## src/nkrt_pkg.sv

```systemverilog
`default_nettype none
package nkrt_pkg;

	localparam int NAME_W = 64;
	localparam int ID_W   = 16;

	typedef enum logic [1:0] {
		OP_REGISTER = 2'd0,
		OP_LOOKUP   = 2'd1,
		OP_REMOVE   = 2'd2
	} op_t;

	localparam logic [1:0] ST_OK   = 2'd0;
	localparam logic [1:0] ST_MISS = 2'd1;
	localparam logic [1:0] ST_FULL = 2'd2;

	// Request token that travels down the row of cells, one cell per cycle.
	typedef struct packed {
		logic              vld;
		op_t               op;
		logic [NAME_W-1:0] name;
		logic [ID_W-1:0]   id;
		logic              hit;
		logic              free;
		logic [ID_W-1:0]   found_id;
	} token_t;

	// Broadcast update applied by the one cell that the scan selected.
	typedef struct packed {
		logic              en;
		op_t               op;
		logic [NAME_W-1:0] name;
		logic [ID_W-1:0]   id;
	} commit_t;

endpackage
`default_nettype wire

```

## src/nkrt_cell.sv

```systemverilog
`default_nettype none
module nkrt_cell (
	input  wire logic             clk,
	input  wire logic             arst_n,
	input  wire nkrt_pkg::token_t  tok_in,
	output nkrt_pkg::token_t      tok_out,
	input  wire nkrt_pkg::commit_t commit
);
	import nkrt_pkg::*;

	logic              valid_q;
	logic [NAME_W-1:0] name_q;
	logic [ID_W-1:0]   owner_q;
	logic              sel_q;
	logic              tok_vld_q;
	token_t            tok_q;

	logic   match_name;
	logic   match_id;
	logic   sel_d;
	token_t tok_d;

	assign match_name = valid_q && (name_q == tok_in.name);
	assign match_id   = valid_q && (owner_q == tok_in.id);

	always_comb begin
		tok_d = tok_in;
		sel_d = 1'b0;
		case (tok_in.op)
			OP_REGISTER: begin
				// The first free cell claims the slot; a matching name anywhere vetoes it.
				sel_d      = !valid_q && !tok_in.free;
				tok_d.free = tok_in.free || !valid_q;
				tok_d.hit  = tok_in.hit || match_name;
			end
			OP_LOOKUP: begin
				if (match_name && !tok_in.hit) begin
					tok_d.hit      = 1'b1;
					tok_d.found_id = owner_q;
				end
			end
			OP_REMOVE: begin
				sel_d     = match_id && !tok_in.hit;
				tok_d.hit = tok_in.hit || match_id;
			end
			default: begin
				sel_d = 1'b0;
			end
		endcase
	end

	always_ff @(posedge clk or negedge arst_n) begin
		if (!arst_n) begin
			valid_q   <= 1'b0;
			sel_q     <= 1'b0;
			tok_vld_q <= 1'b0;
		end else begin
			tok_vld_q <= tok_in.vld;
			if (tok_in.vld) begin
				sel_q <= sel_d;
			end
			if (commit.en && sel_q) begin
				if (commit.op == OP_REGISTER) begin
					valid_q <= 1'b1;
				end else if (commit.op == OP_REMOVE) begin
					valid_q <= 1'b0;
				end
			end
		end
	end

	always_ff @(posedge clk) begin
		if (tok_in.vld) begin
			tok_q <= tok_d;
		end
		if (commit.en && sel_q && (commit.op == OP_REGISTER)) begin
			name_q  <= commit.name;
			owner_q <= commit.id;
		end
	end

	always_comb begin
		tok_out     = tok_q;
		tok_out.vld = tok_vld_q;
	end

endmodule
`default_nettype wire

```

## src/nkrt_ctrl.sv

```systemverilog
`default_nettype none
module nkrt_ctrl #(
	parameter int NAME_BYTES = 8
) (
	input  wire logic         clk,
	input  wire logic         arst_n,
	input  wire logic         s_axis_tvalid,
	output logic              s_axis_tready,
	input  wire logic [79:0]  s_axis_tdata,
	input  wire logic [1:0]   s_axis_tuser,
	output logic              m_axis_tvalid,
	input  wire logic         m_axis_tready,
	output logic [15:0]       m_axis_tdata,
	output logic [1:0]        m_axis_tuser,
	output nkrt_pkg::token_t  tok_launch,
	input  wire nkrt_pkg::token_t tok_end,
	output nkrt_pkg::commit_t commit
);
	import nkrt_pkg::*;

	typedef enum logic [1:0] {
		S_IDLE,
		S_SCAN,
		S_DONE
	} state_t;

	state_t            state_q;
	logic              launch_vld_q;
	token_t            launch_q;
	token_t            res_q;
	logic              out_vld_q;
	logic [1:0]        status_q;
	logic [ID_W-1:0]   found_q;

	logic [NAME_W-1:0] norm_name;
	logic              run;
	logic              accept;
	logic              release_res;
	logic [1:0]        status_d;
	logic [ID_W-1:0]   found_d;
	logic              commit_en;

	// A name is its leading nonzero bytes, up to NAME_BYTES of them.
	always_comb begin
		run       = 1'b1;
		norm_name = '0;
		for (int b = 0; b < 8; b++) begin
			if (b >= NAME_BYTES || s_axis_tdata[8*b +: 8] == 8'd0) begin
				run = 1'b0;
			end
			if (run) begin
				norm_name[8*b +: 8] = s_axis_tdata[8*b +: 8];
			end
		end
	end

	assign s_axis_tready = (state_q == S_IDLE);
	assign accept        = s_axis_tvalid && s_axis_tready;
	assign release_res   = (state_q == S_DONE) && (!out_vld_q || m_axis_tready);

	always_comb begin
		status_d  = ST_MISS;
		found_d   = '0;
		commit_en = 1'b0;
		case (res_q.op)
			OP_REGISTER: begin
				if (res_q.hit) begin
					status_d = ST_MISS;
				end else if (res_q.free) begin
					status_d  = ST_OK;
					commit_en = 1'b1;
				end else begin
					status_d = ST_FULL;
				end
			end
			OP_LOOKUP: begin
				if (res_q.hit) begin
					status_d = ST_OK;
					found_d  = res_q.found_id;
				end
			end
			OP_REMOVE: begin
				if (res_q.hit) begin
					status_d  = ST_OK;
					commit_en = 1'b1;
				end
			end
			default: begin
				status_d = ST_MISS;
			end
		endcase
	end

	always_ff @(posedge clk or negedge arst_n) begin
		if (!arst_n) begin
			state_q      <= S_IDLE;
			launch_vld_q <= 1'b0;
			out_vld_q    <= 1'b0;
		end else begin
			launch_vld_q <= accept;
			out_vld_q    <= release_res || (out_vld_q && !m_axis_tready);
			case (state_q)
				S_IDLE: begin
					if (accept) begin
						state_q <= S_SCAN;
					end
				end
				S_SCAN: begin
					if (tok_end.vld) begin
						state_q <= S_DONE;
					end
				end
				S_DONE: begin
					if (release_res) begin
						state_q <= S_IDLE;
					end
				end
				default: begin
					state_q <= S_IDLE;
				end
			endcase
		end
	end

	always_ff @(posedge clk) begin
		if (accept) begin
			launch_q.vld      <= 1'b1;
			launch_q.op       <= op_t'(s_axis_tuser);
			launch_q.name     <= norm_name;
			launch_q.id       <= s_axis_tdata[79:64];
			launch_q.hit      <= 1'b0;
			launch_q.free     <= 1'b0;
			launch_q.found_id <= '0;
		end
		if (state_q == S_SCAN && tok_end.vld) begin
			res_q <= tok_end;
		end
		if (release_res) begin
			status_q <= status_d;
			found_q  <= found_d;
		end
	end

	always_comb begin
		tok_launch     = launch_q;
		tok_launch.vld = launch_vld_q;
	end

	always_comb begin
		commit.en   = release_res && commit_en;
		commit.op   = res_q.op;
		commit.name = res_q.name;
		commit.id   = res_q.id;
	end

	assign m_axis_tvalid = out_vld_q;
	assign m_axis_tdata  = found_q;
	assign m_axis_tuser  = status_q;

endmodule
`default_nettype wire

```

## src/name_keyed_registry_table.sv

```systemverilog
// One operation is in flight at a time: a word is registered as the launch
// token, passes each cell's register in turn, is captured at the row's end,
// and only once its result is registered at the output is a new word taken.
// A finished result waits in the output register while the next word is taken.
// Reset clears every entry's valid mark, the control state and the output valid flag.
`default_nettype none
module name_keyed_registry_table #(
	parameter int TABLE_ENTRIES = 16,
	parameter int NAME_BYTES    = 8
) (
	input  wire logic        clk,
	input  wire logic        arst_n,
	input  wire logic        s_axis_tvalid,
	output logic             s_axis_tready,
	input  wire logic [79:0] s_axis_tdata,  // key_name[63:0], owner_id[79:64]
	input  wire logic [1:0]  s_axis_tuser,  // op[1:0]
	output logic             m_axis_tvalid,
	input  wire logic        m_axis_tready,
	output logic [15:0]      m_axis_tdata,  // found_id[15:0]
	output logic [1:0]       m_axis_tuser   // status[1:0]
);
	import nkrt_pkg::*;

	token_t  tok [TABLE_ENTRIES+1];
	commit_t commit;

	nkrt_ctrl #(
		.NAME_BYTES(NAME_BYTES)
	) u_ctrl (
		.clk          (clk),
		.arst_n       (arst_n),
		.s_axis_tvalid(s_axis_tvalid),
		.s_axis_tready(s_axis_tready),
		.s_axis_tdata (s_axis_tdata),
		.s_axis_tuser (s_axis_tuser),
		.m_axis_tvalid(m_axis_tvalid),
		.m_axis_tready(m_axis_tready),
		.m_axis_tdata (m_axis_tdata),
		.m_axis_tuser (m_axis_tuser),
		.tok_launch   (tok[0]),
		.tok_end      (tok[TABLE_ENTRIES]),
		.commit       (commit)
	);

	// Entry 0 sits first in the row, so the first cell to claim is the lowest entry.
	for (genvar i = 0; i < TABLE_ENTRIES; i++) begin : g_cell
		nkrt_cell u_cell (
			.clk    (clk),
			.arst_n (arst_n),
			.tok_in (tok[i]),
			.tok_out(tok[i+1]),
			.commit (commit)
		);
	end

endmodule
`default_nettype wire

```

## config.mk

```make
export PLATFORM = sky130hd
export DESIGN_NAME = name_keyed_registry_table
export DESIGN_NICKNAME = d
export VERILOG_FILES = /design/src/nkrt_pkg.sv /design/src/nkrt_cell.sv /design/src/nkrt_ctrl.sv /design/src/name_keyed_registry_table.sv
export SDC_FILE = /design/constraint.sdc
export NUM_CORES = 2
export LEC_CHECK = 0
export BUFFER_PORTS_ARGS = -buffer_cell sky130_fd_sc_hd__buf_2
export CORE_MARGIN = 10
export CORE_UTILIZATION = 67
export CTS_CLUSTER_SIZE = 20
export DETAILED_ROUTE_END_ITERATION = 8
export PLACE_DENSITY = 0.87
export SLEW_MARGIN = 10
export SYNTH_ARGS = -nofsm -noshare
export SYNTH_HDL_FRONTEND = slang
export SYNTH_SLANG_ARGS = --single-unit
```

## constraint.sdc

```tcl
create_clock -name clk -period 12.7 [get_ports clk]
set_clock_uncertainty 0.05 [all_clocks]
set_input_delay 1.905 -clock clk [delete_from_list [all_inputs] [get_ports clk]]
set_output_delay 1.905 -clock clk [all_outputs]
set_load 0.05 [all_outputs]
```

# After elaboration in Yosys (flattened, before gate mapping)
# Index checks and enable logic that the tools add are counted.
# classes
muxes	115
n_eq_ne	71
reduce_logical	256
# op_table
cell	count
$eq 64x64->1	16
$mux 16	30
$eq 16x16->1	16
$logic_and 1x1->1	114
$logic_not 8->1	8
$logic_not 1->1	48
$pmux 1 s3	16
$logic_or 1x1->1	47
$mux 1	45
$eq 2x1->1 const B	18
$eq 2x2->1 const B	18
$logic_not 2->1	18
$reduce_and 2->1	18
$pmux 1 s2	17
$mux 2	5
$pmux 2 s3	1
$ne 2x1->1 const B	2
$pmux 2 s2	1
$reduce_and 3->1	1
$ne 2x2->1 const B	1
$reduce_bool 2->1	1
$reduce_or 2->1	1
# totals
wordCells	639
register_bits	3132

# Depth between registers and ports, before layout
# depth
depth_word	9
ltp_mapped	9

# By module
# Synthesis repeated with hierarchy kept, for this count alone.
# hier_totals
hier_cells	6047
area_unflattened_um2	116792.0
# by_module_without_submodules
mod	area_each_um2	n_inst	cells_per_inst	seq_area_each_um2
nkrt_cell	6810.3	16	348	5480.3
nkrt_ctrl	7827.5	1	479	6105.9

# Worst setup path before layout
# No wires, ideal clock.
# synth_path
path_type	input to register
start	input m_axis_tready
end	register g_cell[0].u_cell.name_q[0], enable pin
path_buffers	1
setup_time_ps	448
path_stages	5
setup_slack_ps	6757
arrival_time_ps	5445
required_ps	12202
path_cell_list	nand2b_1 nor2b_1 and3_1 clkbuf_1 and2_1
# synth_via
elab_chain_len	5
# synth_rtl
item	line	text
from (decl)	name_keyed_registry_table.sv:18	input wire logic m_axis_tready,
$logic_or 1x1->1	nkrt_ctrl.sv:59	assign release_res = (state_q == S_DONE) && (!out_vld_q || m_axis_tready);
$logic_and 1x1->1	nkrt_ctrl.sv:59	
net u_ctrl.release_res	nkrt_ctrl.sv:38	logic release_res;
$logic_and 1x1->1	nkrt_ctrl.sv:150	commit.en = release_res && commit_en;
$logic_and 1x1->1 (2 in series)	nkrt_cell.sv:76	if (commit.en && sel_q && (commit.op == OP_REGISTER)) begin
to (signal assigned)	nkrt_cell.sv:77	name_q <= commit.name;
to (decl)	nkrt_cell.sv:12	logic [NAME_W-1:0] name_q;
# The timed path passes the listed nets, and every way through them passes these cells.
# A chain may end at the register's enable or synchronous reset.

# Worst setup path in the final report
# layout_path
start	input m_axis_tready
end	register g_cell[0].u_cell.name_q[29], enable pin
# Same word-level chain as after synthesis.

==> summary.md <==
| Metric | Value |
|---|---|
| Critical path required time | 13.16 ns |
| R2R setup slack | 8.57 ns |
| Antenna Violating Nets Remaining | 0 |
| Worst path slowest cell | and3_1 |
| CORE AREA | 170000 µm² |
| Syn. warnings | 0 |
| FF-to-FF Start | u_ctrl.state_q[0] |
| Die H | 433 µm |
| First-pass GRT wire length | 379000 µm |
| Buffer depth of the longest clock path | 4 |
| Crit. End Element | flop |
| Cts repair resizes | 0 |
| Area leader, netlist | edfxtp_1 |
| All-layer global routing usage | 0.283 |
| Antenna violations before repair | 17 |
| Hpwl dp | 187000 µm |
| Post-CTS setup buffers | 0 |
| Status | complete, no violations |
| Clk sinks | 3132 |
| Worst Tran Pin Value | 1.43 ns |
| WL per Instance | 30.4 µm |
| Iter 0 DRT Violations | 6708 |
| Starting Density | 0.675 |
| FP Rows | 151 |
| Max FO, Critical Path | 61 |
| Synth Instances | 5833 |
| Number of port buffers | 105 |
| Die area | 188000 µm² |
| Top cell family by delay on the critical path | simple AND/OR/NAND/NOR gates |
| Leak | 0.0419 µW |
| Inserted Clock Buffers | 308 |
| CP arrival | 5.23 ns |
| Clk root buf | clkbuf_16 |
| FFs w/ async S/R, synth | 0.0166 |
| Synth unique cells | 68 |
| CTS clock-pin slew for the worst setup and hold paths | 0.06 ns |
| RSZ-0062 raised after global routing | false |
| Hold Path Sink | u_ctrl.commit[15] |
| Vias per cell | 6.20 |
| Nets | 6390 |
| Vias in the first global route | 55400 |
| Share of cells above drive strength 1 | 0.137 |
| Clock Latency Late Sink | 0.91 ns |
| Period minus WS final | 4.77 ns |
| Buf/Inv on CP | 2 |
| Final Setup Violations | 0 |
| Crit Path Class | in -> reg |
| Seq/Total Area, Yosys | 0.819 |
| Peak Freq | 0.210 GHz |
| Largest net degree at the start of global routing | 82 |
| First drt pass iteration count | 7 |
| Ranking of synthesized cells by area | edfxtp_1 (81%), xor2_1 (4.8%), xnor2_1 (3.1%), mux2_2 (1.8%), dfrtp_1 (1.1%) |
| RR Endpoint | g_cell[0].u_cell.name_q[29] |
| TNS Setup | 0 ns |
| PwrDens | 163 nW/µm² |
| Hold Fails Final Rpt | 0 |
| Worst-case reg-to-reg path depth | 5 |
| Hold Crit Depth | 0 |
| Die X | 433 µm |
| Worst path max stage delay | 1.05 ns |
| Hold Crit Class | reg -> reg |
| Area grow syn2layout | 11.6% |
| Wirelength, routed | 266000 µm |
| Maxcap violations | 0 |
| H-tree levels | 5 |
| Vias post-DR | 54200 |
| GP Congestion | 1.00 |
| Hold-fix buffers at CTS | 0 |
| Hold path startpoint | g_cell[15].u_cell.tok_out[33] |
| CTS tree | yes |
| Synth top area share | 0.808 |
| Peak VDD IR | 0.000198 V |
| Mapped Nets | 5923 |
| Worst hold slack | 0.360 ns |
| Overflow after GRT | 0 |
| #FFs+latches synth | 3132 |
| Post-synth EDFFs | 3080 |
| DRC viols | 0 |
| I/O Pins | 106 |
| Post-synth top flop | edfxtp_1 |
| CP Launch Type | input port |
| Pins Over Slew Limit | 0 |
| Final worst path period share | 0.376 |
| Cell Chain, Critical Path | buf_2 > nand2b_1 > nor2b_2 > and3_1 > and2_4 > buf_4 |
| Mapped Area | 114000 µm² |
| Mean area per synthesized cell | 19.6 µm² |
| Worst slew margin | 0.0398 |
-- synthesized netlist by cell type, drive strengths merged (3+ instances only) --
master	instances
and2	73
a22o	9
edfxtp	3080
clkbuf	25
nor4b	5
o221ai	5
xor2	631
nor4	196
a222oi	10
o22ai	73
o2111ai	6
or3	9
xnor2	406
nor2	32
o2111a	11
a2111oi	32
o32a	6
nand3	47
o2bb2ai	13
nor2b	102
nand4b	6
ha	4
buf	16
mux2	249
a21o	17
a22oi	12
dfrtp	52
nand2	70
inv	220
a221oi	17
and3	38
nor3	49
o221a	3
or4	28
or2	15
and4	23
nand4	137
a2111o	4
nand3b	6
nand2b	65
a21oi	15
-- worst max-delay path by stage --
stage,depth (start not counted),endpoint,start,slack (ns)
after floorplan,5,g_cell[0].u_cell.name_q[0],m_axis_tready,6.76
after global placement,6,g_cell[0].u_cell.name_q[8],m_axis_tready,7.27
after detailed placement,6,g_cell[0].u_cell.name_q[2],m_axis_tready,7.07
after CTS,6,g_cell[0].u_cell.name_q[29],m_axis_tready,7.99
after global routing,6,g_cell[0].u_cell.name_q[29],m_axis_tready,7.73
final,6,g_cell[0].u_cell.name_q[29],m_axis_tready,7.93
-- state kept, by name, indices dropped and copies added (netlist names) --
register                 cells
g_cell.u_cell.valid_q       16
u_ctrl.m_axis_tuser          2
u_ctrl.res_q                18
g_cell.u_cell.tok_out     1600
g_cell.u_cell.name_q      1024
g_cell.u_cell.tok_vld_q     16
u_ctrl.commit               82
g_cell.u_cell.sel_q         16
u_ctrl.m_axis_tvalid         1
g_cell.u_cell.owner_q      256
u_ctrl.tok_launch           82
u_ctrl.launch_vld_q          1
u_ctrl.state_q               2
u_ctrl.m_axis_tdata         16
-- power breakdown --
part	leakage [µW]	internal, µW	switching, µW
sequential	0.0285	11600	248
clock	0.00459	4940	3630
combinational	0.00879	149	241
-- cells by family after synthesis --
kind of cell / count (synthesis) / synth area share
DFF: 3132 / 0.819
xor gates and xnor gates: 1037 / 0.0794
and+or+nand+nor: 904 / 0.0486
buffers and inverters: 261 / 0.00908
muxes: 249 / 0.0255
AOI/OAI and AO/OA: 246 / 0.0175
adders and majority gates: 4 / 0.000437
-- through the flow --
step | utilization | worst slack [ns] | power (µW) | area [µm²] | std cells
6_report | 0.753 | 7.93 | 20800 | 128000 | 8746
5_1_grt | 0.753 | 7.73 | 21300 | 128000 | 8731
4_1_cts | 0.753 | 7.99 | 20900 | 128000 | 8731
3_5_place_dp | 0.698 | 7.07 | 12400 | 118000 | 8208
3_3_place_gp | 0.698 | 7.27 | 12400 | 118000 | 8208
2_1_floorplan | - | 6.76 | 12200 | 114000 | 5833
-- area by class of cell --
class	count	area (µm²)
antenna	15	37.5
clock buffer	388	8260
clock inverter	135	1090
fill	8719	41900
inverter	220	826
multi-input combinational	2440	19700
sequential	3132	93900
tap	2218	2780
timing repair buffer	198	1220
-- layout by cell type (no fill, tap or decap), types with 17 or more instances in the layout --
cell	instances
edfxtp_1	3080
xor2_1	631
xnor2_1	406
clkbuf_16	315
inv_1	220
nor4_1	181
mux2_2	179
nand4_1	129
buf_2	105
nor2b_1	101
buf_4	93
o22ai_1	73
nand2_1	70
nand2b_1	65
clkbuf_1	63
clkinv_1	61
and2_1	56
nor3_1	49
nand3_1	47
clkinv_2	47
mux2_1	40
and3_1	38
dfrtp_1	36
nor2_1	31
mux2_4	30
or4_1	27
a2111oi_0	25
and4_1	23
bufinv_16	18
a221oi_1	17
a21o_1	17
and2_4	17
-- layer usage --
metal / share of wire / wire length (µm) / global-route usage
met5: 0 / 0 / 0
met4: 0.082 / 21800 / 0.189
met3: 0.072 / 19100 / 0.0392
met1: 0.35 / 92200 / 0.338
met2: 0.50 / 133000 / 0.481
No activity file was read; power rests on OpenSTA's default activity.
